### src/sv/hsl_fifo.sv
// Small register FIFO used between the front, the back and the result port.
module hsl_fifo #(
    parameter int DW    = 8,
    parameter int DEPTH = 4
) (
    input  logic                       clk,
    input  logic                       rst_n,
    input  logic                       push,
    input  logic [DW-1:0]              wdata,
    output logic                       full,
    input  logic                       pop,
    output logic [DW-1:0]              rdata,
    output logic                       empty,
    output logic [$clog2(DEPTH+1)-1:0] count
);
    localparam int PW = (DEPTH > 1) ? $clog2(DEPTH) : 1;
    localparam int CW = $clog2(DEPTH + 1);

    logic [DW-1:0] data_reg [DEPTH];
    logic [PW-1:0] wr_ptr_reg, wr_ptr_next;
    logic [PW-1:0] rd_ptr_reg, rd_ptr_next;
    logic [CW-1:0] count_reg, count_next;
    logic          do_push, do_pop;

    assign full    = (count_reg == CW'(DEPTH));
    assign empty   = (count_reg == '0);
    assign count   = count_reg;
    assign rdata   = data_reg[rd_ptr_reg];
    assign do_push = push && !full;
    assign do_pop  = pop && !empty;

    always_comb
    begin
        wr_ptr_next = wr_ptr_reg;
        rd_ptr_next = rd_ptr_reg;
        count_next  = count_reg;
        if (do_push)
        begin
            wr_ptr_next = (wr_ptr_reg == PW'(DEPTH - 1)) ? '0 : wr_ptr_reg + 1'b1;
        end
        if (do_pop)
        begin
            rd_ptr_next = (rd_ptr_reg == PW'(DEPTH - 1)) ? '0 : rd_ptr_reg + 1'b1;
        end
        if (do_push && !do_pop)
        begin
            count_next = count_reg + 1'b1;
        end
        else if (do_pop && !do_push)
        begin
            count_next = count_reg - 1'b1;
        end
    end

    always_ff @(posedge clk or negedge rst_n)
    begin
        if (!rst_n)
        begin
            wr_ptr_reg <= '0;
            rd_ptr_reg <= '0;
            count_reg  <= '0;
        end
        else
        begin
            wr_ptr_reg <= wr_ptr_next;
            rd_ptr_reg <= rd_ptr_next;
            count_reg  <= count_next;
        end
    end

    always_ff @(posedge clk)
    begin
        if (do_push)
        begin
            data_reg[wr_ptr_reg] <= wdata;
        end
    end

endmodule

### config.mk
export PLATFORM = sky130hd
export DESIGN_NAME = hsl_fifo
export DESIGN_NICKNAME = d
export VERILOG_FILES = /design/src/sv/hsl_fifo.sv
export SDC_FILE = /design/constraint.sdc
export NUM_CORES = 1
export LEC_CHECK = 0
export ABC_AREA = 1
export BUFFER_PORTS_ARGS = -buffer_cell sky130_fd_sc_hd__buf_2
export CAP_MARGIN = 20
export CORE_MARGIN = 2
export CORE_UTILIZATION = 45
export CTS_CLUSTER_SIZE = 40
export DETAILED_ROUTE_END_ITERATION = 7
export PLACE_DENSITY_LB_ADDON = 0.05
export SETUP_SLACK_MARGIN = 0.02
export SLEW_MARGIN = 20
export SYNTH_ARGS = -nofsm -noshare
export SYNTH_HDL_FRONTEND = slang
export SYNTH_SLANG_ARGS = --single-unit
### constraint.sdc
create_clock -name clk -period 2.8 [get_ports clk]
set_input_delay 0.14 -clock clk [delete_from_list [all_inputs] [get_ports clk]]
set_output_delay 0.14 -clock clk [all_outputs]
set_load 0.05 [all_outputs]
==> flow_metrics.py, run 1 <==
metrics = {
    "status": {
        "status": "completed",
    },
    "critical_path": {
        "critPathCapture": "count[1]$_DFFE_PN0P_",
        "worstSetupStartpoint": "count[0]$_DFFE_PN0P_",
        "arrival_ns": 2.01,
        "slowest_stage": "dfrtp_1",
        "end_kind": "flip-flop",
        "cpPeakStageDelay_ns": 0.45,
        "crit_buf_inv": 3,
        "cp_max_fo": 7,
        "r2r_cells": 9,
        "r2r_setup_slack_ns": 0.95,
        "r2r_start": "count[0]$_DFFE_PN0P_",
        "critPathKind": "reg2reg",
        "worstPathCellList": "inv_2, nand3_1, nand2_2, inv_1, ha_1, inv_1, fa_1, nand2_1, o21ai_0",
        "cp_common_cell": "inv_1",
        "cp-start-kind": "flip-flop",
        "cp.depth": 9,
        "crit_required_ns": 2.96,
        "critPathTopFamily": "adder cells",
        "r2r_end": "count[1]$_DFFE_PN0P_",
    },
    "yosys": {
        "yosysUniqueCellTypes": 16,
        "synth.avg_cell_area_um2": 11.4,
        "ys_warn_count": 0,
        "syn_nets": 173,
        "synth_area_um2": 1760,
        "synth_cells": 154,
        "synth.yosys.seq_area_share": 0.646,
        "synth_seq_cells": 39,
    },
    "global_route": {
        "grt_overflow": 0,
        "grt_pass1_vias": 1070,
        "use_met1": 0.167,
        "grt_pass1_wl_um": 4840,
        "grt_max_degree": 36,
        "grt_antenna_before_repair": 0,
        "grtUsageMet3": 0.0405,
        "grt_usage": 0.153,
        "use_met2": 0.271,
        "grt_busiest_layer": "met2",
    },
    "drt": {
        "drtAntennaViolNets": 0,
        "routed_via_density": 4.86,
        "drt_iter0_drc": 31,
        "first_pass_iters": 4,
        "wirelength_um": 2860,
        "routedWlPerCell_um": 12.3,
        "drc": 0,
        "via_count": 1127,
    },
    "finish": {
        "final_layout_size_suffix_gt1_frac": 0.196,
        "design_area_um2": 2010,
        "area_delta_synth_final_pct": 14.2,
        "final_cell_mix": "nand2_1, edfxtp_1, inv_1",
        "nFillCells": 341,
        "layout_commonest_cell": "nand2_1",
        "antenna_cells": 0,
        "largest_register_ffs": 32,
        "nets": 202,
    },
    "place": {
        "dp_slack_ns": 0.932,
        "io_buffers": 24,
        "gp_congestion": 0.700,
        "dpl_cell_area_um2": 1900,
        "dp_hpwl_um": 2030,
    },
    "floorplan": {
        "io_pins": 25,
        "die_y_um": 66.5,
        "die_w_um": 66.5,
        "initial_core_util": 0.473,
        "die_area_um2": 4430,
        "core_area_um2": 3720,
        "fp-row-count": 22,
    },
    "cts": {
        "cts_sinks": 39,
        "tritoncts": "built",
        "cts_setup_buffers": 0,
        "clk_latency_ns": 0.28,
        "clk_pin_slew_ns": 0.07,
        "cts_resized": 0,
        "htreeDepth": 2,
        "clockRootBuffer": "clkbuf_8",
        "cts_max_path_buffers": 2,
        "numCtsBuffers": 5,
    },
    "timing": {
        "rsz0062_at_grt": "false",
        "setup_viol_count_final": 0,
        "fin_crit_ns": 1.85,
        "hold_slack_ns": 0.0728,
        "timing.final.ws_setup_ns": 0.950,
        "slew_headroom": 0.468,
        "period_share": 0.661,
        "finalSetupTns_ns": 0,
        "max_freq_mhz": 540,
        "slew_violations": 0,
        "max_slew.worst_pin.slew_ns": 0.795,
        "hold_violations": 0,
        "skew_ns": 0.00650,
    },
    "min_path": {
        "holdCritPathClass": "in2reg",
        "hold_depth": 1,
    },
    "flow_run": {
        "maxCapViolCount": 0,
    },
}
## layer usage
metal / vias up / wire (µm)
met5: - / 0
met1: 539 / 1200
met3: 5 / 109
met2: 21 / 1500
li1: 562 / -
met4: 0 / 46
## cell families after synthesis
family                     count (synthesis)  share of synthesized area
buffers and inverters                     37                      0.100
adders and majority gates                  7                     0.0541
xor gates and xnor gates                   1                    0.00498
AOI/OAI and AO/OA                         17                     0.0740
and+or+nand+nor                           53                      0.121
DFF                                       39                      0.646
## Yosys cell counts
cell type / n / area [µm²]
o21ai_0: 1 / 5.00
ha_1: 6 / 75.1
dfrtp_1: 7 / 175
xnor2_1: 1 / 8.76
nand2_2: 1 / 6.26
o211ai_2: 1 / 12.5
nand4_1: 1 / 6.26
buf_6: 5 / 56.3
o211ai_1: 15 / 113
nand2_1: 38 / 143
nand3_1: 7 / 35.0
fa_1: 1 / 20.0
inv_2: 1 / 3.75
inv_1: 31 / 116
edfxtp_1: 32 / 961
nor2_1: 6 / 22.5
## worst min-delay path by stage
stage	start	end
2_1_floorplan	rst_n	count[0]$_DFFE_PN0P_
3_3_place_gp	rst_n	wr_ptr_reg[1]$_DFFE_PN0P_
3_5_place_dp	rst_n	wr_ptr_reg[1]$_DFFE_PN0P_
4_1_cts	wdata[7]	data_reg[3][7]$_DFFE_PP_
5_1_grt	wdata[1]	data_reg[0][1]$_DFFE_PP_
6_report	wdata[7]	data_reg[3][7]$_DFFE_PP_
## metrics by stage
stage | std cells | util
finish | 232 | 0.540
global route | 232 | 0.540
CTS | 232 | 0.540
detailed placement | 223 | 0.511
global placement | 223 | 0.511
floorplan | 154 | -
## cell type report
cell class / count / area [µm²] / share of cell area
sequential: 39 / 1140 / 0.566
clock buffer: 8 / 100 / 0.0498
tap: 48 / 60.1 / 0.0299
timing repair buffer: 27 / 145 / 0.0723
inverter: 32 / 120 / 0.0598
multi-input combinational: 78 / 447 / 0.222
## what timing repair did
item | in CTS | in global routing
hold endpoints to repair | 7 | 0
hold buffers | 1 | 0
endpoints found under the setup margin | 0 | 0
Power of run 1 is left out: the tool's default activity adds up to more than one toggle a clock period on the data nets, which glitch-free logic cannot reach.
==> run 2: changes to the inputs <==
==> constraint.sdc (replaced) <==
create_clock -name clk -period 1.9 [get_ports clk]
set_input_delay 0.095 -clock clk [delete_from_list [all_inputs] [get_ports clk]]
set_output_delay 0.095 -clock clk [all_outputs]
set_load 0.05 [all_outputs]
==> flow_metrics.py, run 2 (synthesis results as in run 1) <==
metrics = {
    "power_and_ir_drop": {
        "p_clk_frac": 0.146,
        "p_comb_frac": 0.494,
        "p_int_w": 0.00189,
        "switching_share": 0.464,
        "p_leak_nw": 0.922,
        "powerDensity_nw_per_um2": 1730,
        "max-vdd-ir-drop_mv": 1.01,
        "pwr-share-seq": 0.360,
        "switchingPower_w": 0.00163,
    },
    "critical_path": {
        "cp.depth": 10,
        "crit_buf_inv": 2,
        "arrival_ns": 1.97,
        "crit_required_ns": 2.08,
        "r2r_start": "count[2]$_DFFE_PN0P_",
        "slowest_stage": "dfrtp_2",
        "critPathTopFamily": "simple AND/OR/NAND/NOR gates",
        "cp_max_fo": 4,
        "cp_common_cell": "nand2_1",
        "r2r_setup_slack_ns": 0.10,
        "r2r_end": "count[2]$_DFFE_PN0P_",
        "worstPathCellList": "inv_1, nand3_1, nand2_2, ha_1, inv_1, fa_1, nand2_1, nand3_1, nand2_1, nand2_1",
        "r2r_cells": 10,
        "end_kind": "flip-flop",
        "critPathCapture": "count[2]$_DFFE_PN0P_",
        "cpPeakStageDelay_ns": 0.43,
        "cp-start-kind": "flip-flop",
        "worstSetupStartpoint": "count[2]$_DFFE_PN0P_",
        "critPathKind": "reg2reg",
    },
    "finish": {
        "largest_register_ffs": 32,
        "design_area_um2": 2030,
        "fin_cells": 237,
        "nets": 207,
        "area_delta_synth_final_pct": 15.6,
        "antenna_cells": 0,
        "final_util": 0.547,
        "layout_commonest_cell": "nand2_1",
        "final_cell_mix": "nand2_1, edfxtp_1, inv_1",
        "final_layout_size_suffix_gt1_frac": 0.233,
    },
    "floorplan": {
        "io_pins": 25,
        "initial_core_util": 0.473,
        "die_y_um": 66.5,
        "die_w_um": 66.5,
        "core_area_um2": 3720,
        "fp-row-count": 22,
        "die_area_um2": 4430,
    },
    "drt": {
        "routedWlPerCell_um": 11.7,
        "via_count": 1093,
        "first_pass_iters": 4,
        "drt_iter0_drc": 54,
        "routed_via_density": 4.61,
        "drtAntennaViolNets": 0,
        "wirelength_um": 2770,
        "drc": 0,
    },
    "timing": {
        "max_slew.worst_pin.slew_ns": 0.312,
        "rsz0062_at_grt": "true",
        "hold_slack_ns": 0.0252,
        "period_share": 0.946,
        "max_freq_mhz": 557,
        "finalSetupTns_ns": 0,
        "slew_violations": 0,
        "fin_crit_ns": 1.80,
        "hold_violations": 0,
        "skew_ns": 0.00570,
        "slew_headroom": 0.792,
        "setup_viol_count_final": 0,
    },
    "cts": {
        "numCtsBuffers": 5,
        "clk_pin_slew_ns": 0.07,
        "clockRootBuffer": "clkbuf_8",
        "cts_max_path_buffers": 2,
        "cts_sinks": 39,
        "htreeDepth": 2,
        "tritoncts": "built",
        "clk_latency_ns": 0.28,
        "cts_setup_buffers": 0,
    },
    "global_route": {
        "grt_pass1_wl_um": 4420,
        "grt_pass1_vias": 988,
        "grt_overflow": 0,
        "grt_usage": 0.144,
        "grt_antenna_before_repair": 0,
        "grt_max_degree": 33,
    },
    "min_path": {
        "holdCritPathClass": "in2reg",
    },
    "flow_run": {
        "maxCapViolCount": 0,
    },
    "status": {
        "status": "completed",
    },
    "place": {
        "place_inst": 228,
        "dp_hpwl_um": 1940,
        "dpl_cell_area_um2": 1940,
        "gp_congestion": 0.747,
        "io_buffers": 24,
    },
}
run 2: through the flow:
stage	worst slack (ns)	total power, W
after detailed placement	0.117	0.00305
final	0.103	0.00352
after CTS	0.0953	0.00358
after global placement	0.128	0.00301
after global routing	0.00167	0.00376
after floorplan	0.0359	0.00270
run 2: final cells by class:
type / count / area, µm²
clock buffers: 7 / 76.3
well taps: 48 / 60.1
multi-input cells: 78 / 449
fillers: 332 / 1680
inverters: 32 / 120
flip-flops and latches: 39 / 1140
clock inverters: 1 / 5.00
repair buffers: 32 / 183
run 2: repair_timing:
item | 4_1_cts | 5_1_grt
hold buffers | 1 | 0
gates resized for setup | 0 | 1
endpoints found under the hold margin | 7 | 0
endpoints found under the setup margin | 0 | 2
run 2: worst min-delay path by stage:
stage | from | endpoint | slack, ns | cells after the start
after floorplan | rst_n | count[0]$_DFFE_PN0P_ | -0.20 | 0
after global placement | rst_n | wr_ptr_reg[1]$_DFFE_PN0P_ | -0.06 | 1
after detailed placement | rst_n | wr_ptr_reg[0]$_DFFE_PN0P_ | -0.06 | 1
after CTS | wdata[2] | data_reg[1][2]$_DFFE_PP_ | 0.01 | 1
after global routing | wdata[2] | data_reg[1][2]$_DFFE_PP_ | 0.02 | 1
final | wdata[1] | data_reg[3][1]$_DFFE_PP_ | 0.03 | 1
run 2: power by group through the flow:
stage | Combinational [W] | Clock, W | Sequential, W
CTS | 0.00177 | 0.000537 | 0.00127
floorplan | 0.00133 | 0 | 0.00138
global placement | 0.00174 | 0 | 0.00128
finish | 0.00174 | 0.000514 | 0.00127
detailed placement | 0.00176 | 0 | 0.00129
global route | 0.00190 | 0.000567 | 0.00129
run 2: layer usage:
layer  part of all wire  global-route usage  up-vias
met2               0.51               0.260       23
met1               0.41               0.144      492
met3              0.062              0.0557        6
li1                   -                   -      572
met4              0.018              0.0689        0
met5                  0                   0        -
(Power assumes the default switching activity.)
