==> src/sv/hsl_pkg.sv <==
// Shared types and constants for the heightfield slope lightmap core.
package hsl_pkg;

    localparam int HEIGHT_W = 16;
    localparam int GRID_W   = 11;
    localparam int INV_W    = 16;
    localparam int LIGHT_W  = 8;
    localparam int CFG_W    = 16;
    localparam int IDX_W    = 1;

    localparam logic [IDX_W-1:0] CFG_GRID_SIZE   = 1'd0;
    localparam logic [IDX_W-1:0] CFG_INV_SPACING = 1'd1;

    localparam logic [GRID_W-1:0] GRID_SIZE_RESET   = 11'd1025;
    localparam logic [INV_W-1:0]  INV_SPACING_RESET = 16'd256;
    localparam int GRID_MIN = 3;

    localparam int WEIGHT_X   = 16384;
    localparam int WEIGHT_Z   = 9830;
    localparam int FRAC_SHIFT = 25;
    localparam int LIGHT_MAX  = 255;

    localparam int OUT_DEPTH  = 8;

    typedef struct packed {
        logic [HEIGHT_W-1:0] y00;
        logic [HEIGHT_W-1:0] y10;
        logic [HEIGHT_W-1:0] y01;
        logic [HEIGHT_W-1:0] y11;
        logic                row_end;
        logic                frame_end;
    } window_t;

    typedef struct packed {
        logic [LIGHT_W-1:0] light;
        logic               row_end;
        logic               frame_end;
    } result_t;

endpackage

==> src/sv/hsl_fifo.sv <==
// Small register FIFO used between the front, the back and the result port.
module hsl_fifo #(
    parameter int DW    = 8,
    parameter int DEPTH = 4
) (
    input  logic                       clk,
    input  logic                       rst_n,
    input  logic                       push,
    input  logic [DW-1:0]              wdata,
    output logic                       full,
    input  logic                       pop,
    output logic [DW-1:0]              rdata,
    output logic                       empty,
    output logic [$clog2(DEPTH+1)-1:0] count
);
    localparam int PW = (DEPTH > 1) ? $clog2(DEPTH) : 1;
    localparam int CW = $clog2(DEPTH + 1);

    logic [DW-1:0] data_reg [DEPTH];
    logic [PW-1:0] wr_ptr_reg, wr_ptr_next;
    logic [PW-1:0] rd_ptr_reg, rd_ptr_next;
    logic [CW-1:0] count_reg, count_next;
    logic          do_push, do_pop;

    assign full    = (count_reg == CW'(DEPTH));
    assign empty   = (count_reg == '0);
    assign count   = count_reg;
    assign rdata   = data_reg[rd_ptr_reg];
    assign do_push = push && !full;
    assign do_pop  = pop && !empty;

    always_comb
    begin
        wr_ptr_next = wr_ptr_reg;
        rd_ptr_next = rd_ptr_reg;
        count_next  = count_reg;
        if (do_push)
        begin
            wr_ptr_next = (wr_ptr_reg == PW'(DEPTH - 1)) ? '0 : wr_ptr_reg + 1'b1;
        end
        if (do_pop)
        begin
            rd_ptr_next = (rd_ptr_reg == PW'(DEPTH - 1)) ? '0 : rd_ptr_reg + 1'b1;
        end
        if (do_push && !do_pop)
        begin
            count_next = count_reg + 1'b1;
        end
        else if (do_pop && !do_push)
        begin
            count_next = count_reg - 1'b1;
        end
    end

    always_ff @(posedge clk or negedge rst_n)
    begin
        if (!rst_n)
        begin
            wr_ptr_reg <= '0;
            rd_ptr_reg <= '0;
            count_reg  <= '0;
        end
        else
        begin
            wr_ptr_reg <= wr_ptr_next;
            rd_ptr_reg <= rd_ptr_next;
            count_reg  <= count_next;
        end
    end

    always_ff @(posedge clk)
    begin
        if (do_push)
        begin
            data_reg[wr_ptr_reg] <= wdata;
        end
    end

endmodule

==> src/sv/hsl_back.sv <==
// Back end: slope shading pipeline with a credit-guarded result queue.
module hsl_back
    import hsl_pkg::*;
(
    input  logic             clk,
    input  logic             rst_n,
    input  logic [INV_W-1:0] inv_spacing,
    input  logic             win_empty,
    input  window_t          win_data,
    output logic             win_pop,
    input  logic             pop,
    output logic             empty,
    output result_t          result
);
    localparam int STAGES = 5;
    localparam int OCW    = $clog2(OUT_DEPTH + 1);
    localparam int SW     = ((OCW > 3) ? OCW : 3) + 1;
    localparam int DW     = 19;
    localparam int WW     = 34;
    localparam int PWID   = WW + INV_W + 1;
    localparam int UW     = PWID + 1;
    localparam int TW     = UW + 9;
    localparam int QW     = TW - FRAC_SHIFT;

    localparam logic signed [WW-1:0] WX   = WW'(WEIGHT_X);
    localparam logic signed [WW-1:0] WZ   = WW'(WEIGHT_Z);
    localparam logic signed [UW-1:0] HALF = UW'(1) <<< (FRAC_SHIFT - 1);
    localparam logic signed [QW-1:0] QMAX = QW'(LIGHT_MAX);

    logic [STAGES-1:0] vld_reg;
    logic [1:0]        flg_reg [STAGES];

    logic signed [DW-1:0]   dx_reg, dz_reg;
    logic signed [WW-1:0]   w_reg;
    logic signed [PWID-1:0] s_reg;
    logic signed [UW-1:0]   u_reg;
    logic signed [TW-1:0]   t_reg;

    logic signed [DW-1:0] y00, y10, y01, y11;
    logic signed [TW-1:0] u_ext;
    logic signed [QW-1:0] q;
    logic [LIGHT_W-1:0]   light;
    logic [OCW-1:0]       out_count;
    logic [SW-1:0]        pending;
    result_t              res_in;

    assign pending = SW'(out_count) + SW'($countones(vld_reg));
    assign win_pop = !win_empty && (pending < SW'(OUT_DEPTH));

    assign y00   = $signed(DW'(win_data.y00));
    assign y10   = $signed(DW'(win_data.y10));
    assign y01   = $signed(DW'(win_data.y01));
    assign y11   = $signed(DW'(win_data.y11));
    assign u_ext = TW'(u_reg);
    assign q     = QW'(t_reg >>> FRAC_SHIFT);

    always_comb
    begin
        if (t_reg <= 0)
        begin
            light = '0;
        end
        else if (q > QMAX)
        begin
            light = LIGHT_W'(LIGHT_MAX);
        end
        else
        begin
            light = q[LIGHT_W-1:0];
        end
        res_in.light     = light;
        res_in.row_end   = flg_reg[STAGES-1][1];
        res_in.frame_end = flg_reg[STAGES-1][0];
    end

    always_ff @(posedge clk or negedge rst_n)
    begin
        if (!rst_n)
        begin
            vld_reg <= '0;
        end
        else
        begin
            vld_reg <= {vld_reg[STAGES-2:0], win_pop};
        end
    end

    always_ff @(posedge clk)
    begin
        dx_reg     <= (y00 - y10) + (y01 - y11);
        dz_reg     <= (y00 - y01) + (y10 - y11);
        flg_reg[0] <= {win_data.row_end, win_data.frame_end};
        w_reg      <= WW'(dx_reg) * WX + WW'(dz_reg) * WZ;
        s_reg      <= PWID'(w_reg) * $signed(PWID'(inv_spacing));
        u_reg      <= UW'(s_reg) + HALF;
        t_reg      <= (u_ext <<< 8) - u_ext;
        for (int i = 1; i < STAGES; i++)
        begin
            flg_reg[i] <= flg_reg[i-1];
        end
    end

    hsl_fifo #(
        .DW    ($bits(result_t)),
        .DEPTH (OUT_DEPTH)
    ) u_out_fifo (
        .clk   (clk),
        .rst_n (rst_n),
        .push  (vld_reg[STAGES-1]),
        .wdata (res_in),
        .full  (),
        .pop   (pop),
        .rdata (result),
        .empty (empty),
        .count (out_count)
    );

endmodule

==> config.mk <==
export PLATFORM = sky130hd
export DESIGN_NAME = hsl_back
export DESIGN_NICKNAME = d
export VERILOG_FILES = /design/src/sv/hsl_pkg.sv /design/src/sv/hsl_fifo.sv /design/src/sv/hsl_back.sv
export SDC_FILE = /design/constraint.sdc
export NUM_CORES = 2
export LEC_CHECK = 0
export BUFFER_PORTS_ARGS = -buffer_cell sky130_fd_sc_hd__buf_2
export CELL_PAD_IN_SITES_DETAIL_PLACEMENT = 2
export CELL_PAD_IN_SITES_GLOBAL_PLACEMENT = 2
export CORE_MARGIN = 1.5
export CORE_UTILIZATION = 42
export DETAILED_ROUTE_END_ITERATION = 6
export GPL_ROUTABILITY_DRIVEN = 0
export MAX_ROUTING_LAYER = met4
export PLACE_DENSITY_LB_ADDON = 0.08
export RECOVER_POWER = 50
export SYNTH_ARGS = -nofsm -noshare
export SYNTH_HDL_FRONTEND = slang
export SYNTH_SLANG_ARGS = --single-unit
==> constraint.sdc <==
create_clock -name clk -period 8.1 [get_ports clk]
set_clock_uncertainty 0.15 [all_clocks]
set_input_delay 0 -clock clk [delete_from_list [all_inputs] [get_ports clk]]
set_output_delay 0 -clock clk [all_outputs]
set_load 0.05 [all_outputs]
==> reports/qor.csv <==
stage,metric,value,unit
die,die_w,312,µm
logic_synthesis,synth_area_leaders,"fa_1, ha_1, dfxtp_1",
route,drtIter0Drc,978,
logic_synthesis,syn-num-nets,5349,
logic_synthesis,synth_area_per_cell,9.46,µm²
logic_synthesis,seq_area_frac_synth,0.189,
logic_synthesis,yosysWarnings,0,
clock_network,cts-buffers-inserted,39,
critical_path,r2r_slack,550,ps
die,fp.dieH,312,µm
sta,rsz0062_at_grt,false,
logic_synthesis,postSynthCellCount,4246,
clock_network,clock_latency,610,ps
finish,largest_reg_flops,80,
sta,setup_violations,0,
route,wire_per_inst,21.7,µm
die,rows,113,
logic_synthesis,synth_top_area_frac,0.300,
clock_network,cts_max_path_buffers,3,
logic_synthesis,synth_top_family_by_area,adder cells,
die,io_pins,98,
route,vias,29580,
critical_path,crit_fanout,13,
logic_synthesis,synth-adder-area-share,0.429,
critical_path,crit_family,adder cells,
logic_synthesis,synth_xor_area_frac,0.0563,
critical_path,r2r_start,w_reg[8],
sta,timing.final.crit_share,0.932,
flow_run,max_cap_violations,0,
place,portBuffers,97,
logic_synthesis,synth_most_common_cell,inv_1,
route,postRouteAntennaNets,0,
clock_network,ctsRootBufferMaster,clkbuf_16,
clock_network,htree_num_levels,2,
logic_synthesis,ys_types,72,
clock_network,cts_setup_buffers,0,
critical_path,path_cells,buf_4 > and2_1 > fa_1 > fa_1 > ha_1 > inv_1 > fa_1 > inv_1 > fa_1 > fa_1 > ha_1 > a2111oi_0 > o21a_1 > o31ai_1 > o22a_1 > a211oi_1 > buf_4 > o41ai_2 > a21oi_1 > o31ai_1 > mux2i_1 > nand4_1,
logic_synthesis,synth_seq_cells,335,
logic_synthesis,synth_area,0.0402,mm²
global_routing,grt_pass1_vias,34968,
clock_network,cts_tree,done,
route,drc_errors,0,
critical_path,max_stage_delay,720,ps
finish,fin_nets,5463,
finish,drive_gt1_frac,0.0608,
sta,slew_headroom,0.198,
critical_path,required,8430,ps
logic_synthesis,synth_common_cells,"inv_1, fa_1, nand2_1",
sta,timing.fmax,0.132,GHz
min_path,hp-class,in -> reg,
place,hpwl,103000,µm
route,dr.pass1.iters,4,
critical_path,path_buf_inv,4,
global_routing,antenna_found_initial,1,
critical_path,rr_endpoint,s_reg[50],
die,dieArea,0.0975,mm²
logic_synthesis,synth_area_leader_cell,fa_1,
sta,worst-slew-pin-transition,1200,ps
critical_path,end_kind,flop,
logic_synthesis,synth_edf_count,80,
logic_synthesis,synthFlopType,dfxtp_1,
critical_path,cpMostUsedCell,fa_1,
sta,tns,0,ps
critical_path,crit_type,reg -> reg,
global_routing,grt_pass1_wl,197000,µm
die,initial_core_util,0.423,
logic_synthesis,async_flop_share,0.0448,
logic_synthesis,muxShareOfSynthArea,0.0162,
sta,fin_crit,7550,ps
logic_synthesis,synthSimpleGateAreaFrac,0.128,
die,core,0.0949,mm²
critical_path,start_kind,flop,
route,avgViaCountPerCell,5.23,
clock_network,clk_pin_slew,60,ps
finish,synthToLayoutAreaGrowth,9.02,%
logic_synthesis,synth_compound_area_frac,0.0899,
critical_path,r2r.worst_path.cells,22,
min_path,worstHoldPathCells,5,
critical_path,crit_path_top_delay_cell,dfxtp_1,
min_path,worstHoldStart,win_data[60],
sta,final-hold-violation-count,0,
outcome,status,"complete, no violations",
critical_path,cp.arrival,7880,ps
route,wl,123000,µm
global_routing,grt_max_degree,34,
global_routing,grtUsageTotal,0.266,
clock_network,cts_sinks,335,
min_path,holdPathEnd,dz_reg[10],
sta,slew_violations,0,
global_routing,grt_overflow,0,
==> placed cells by master (no fill, tap or decap), types with 28 or more instances in the layout <==
cell type / synthesis / final
a21oi_1: 185 / 185
dfxtp_1: 240 / 239
and3_1: 29 / 29
inv_1: 872 / 872
and2_1: 203 / 202
nor2b_1: 30 / 30
a21o_1: 97 / 97
clkbuf_16: 0 / 39
buf_2: 0 / 95
ha_1: 415 / 415
nand2_1: 458 / 458
o21ai_0: 73 / 73
buf_4: 0 / 54
fa_1: 602 / 602
nor2_1: 130 / 130
edfxtp_1: 80 / 80
nor3_1: 49 / 49
xor2_1: 67 / 67
xnor2_1: 191 / 191
nand3_1: 67 / 67
o21a_1: 28 / 28
nand4_1: 28 / 28
==> layout make-up <==
class	instances	area [µm²]
Antenna cell	1	2.50
Clock buffer	48	1040
Clock inverter	21	248
Fill cell	10318	51100
Inverter	872	3270
Multi-Input combinational cell	2933	28900
Sequential cell	335	7580
Tap cell	1265	1580
Timing Repair Buffer	179	1140
==> how the worst max path moves through the flow <==
| stage | startpoint | end | slack, ps | cells after the start |
|---|---|---|---|---|
| 6_report | w_reg[8] | s_reg[50] | 550 | 22 |
| 5_1_grt | dz_reg[5] | w_reg[32] | 7 | 28 |
| 4_1_cts | dz_reg[6] | w_reg[32] | 380 | 28 |
| 3_5_place_dp | dz_reg[6] | w_reg[32] | 470 | 28 |
| 3_3_place_gp | dz_reg[6] | w_reg[32] | 760 | 28 |
| 2_1_floorplan | dz_reg[6] | w_reg[32] | 1440 | 28 |
==> metrics by stage <==
stage | utilization | instances | hold WS, ps | instance area [µm²] | setup WS, ps
3_5_place_dp | 0.446 | 5561 | -208 | 42300 | 467
6_report | 0.461 | 5654 | 29.7 | 43800 | 552
3_3_place_gp | 0.446 | 5561 | -215 | 42300 | 760
2_1_floorplan | - | 4246 | -446 | 40200 | 1440
4_1_cts | 0.462 | 5653 | 0.576 | 43800 | 380
5_1_grt | 0.461 | 5654 | 79.2 | 43800 | 6.71
==> metal layers <==
layer,global-route usage,share of wire
met1,0.312,0.42
met5,-,0
met3,0.0234,0.024
met4,0.0556,0.020
met2,0.494,0.54
==> logic make-up after synthesis <==
group                    count (synthesis)
AND/OR/NAND/NOR                       1069
adder cells (fa/ha/maj)               1017
buffers and inverters                  978
multiplexers                            38
XOR/XNOR                               258
flip-flops                             335
AO/OA/AOI/OAI                          551
==> timing repair <==
item,in CTS,in global routing
endpoints found under the setup margin,0,2
hold buffers,23,0
hold endpoints to repair,31,0
gates resized for setup,0,2
==> tightest hold or removal path, stage by stage <==
cell and delay [ps]:
buf_2 100, ha_1 180, xnor2_1 140, ha_1 200, xnor2_1 90
Power is not shown: default switching activity piles up to over one toggle a cycle in this logic, so the estimate is an artifact.
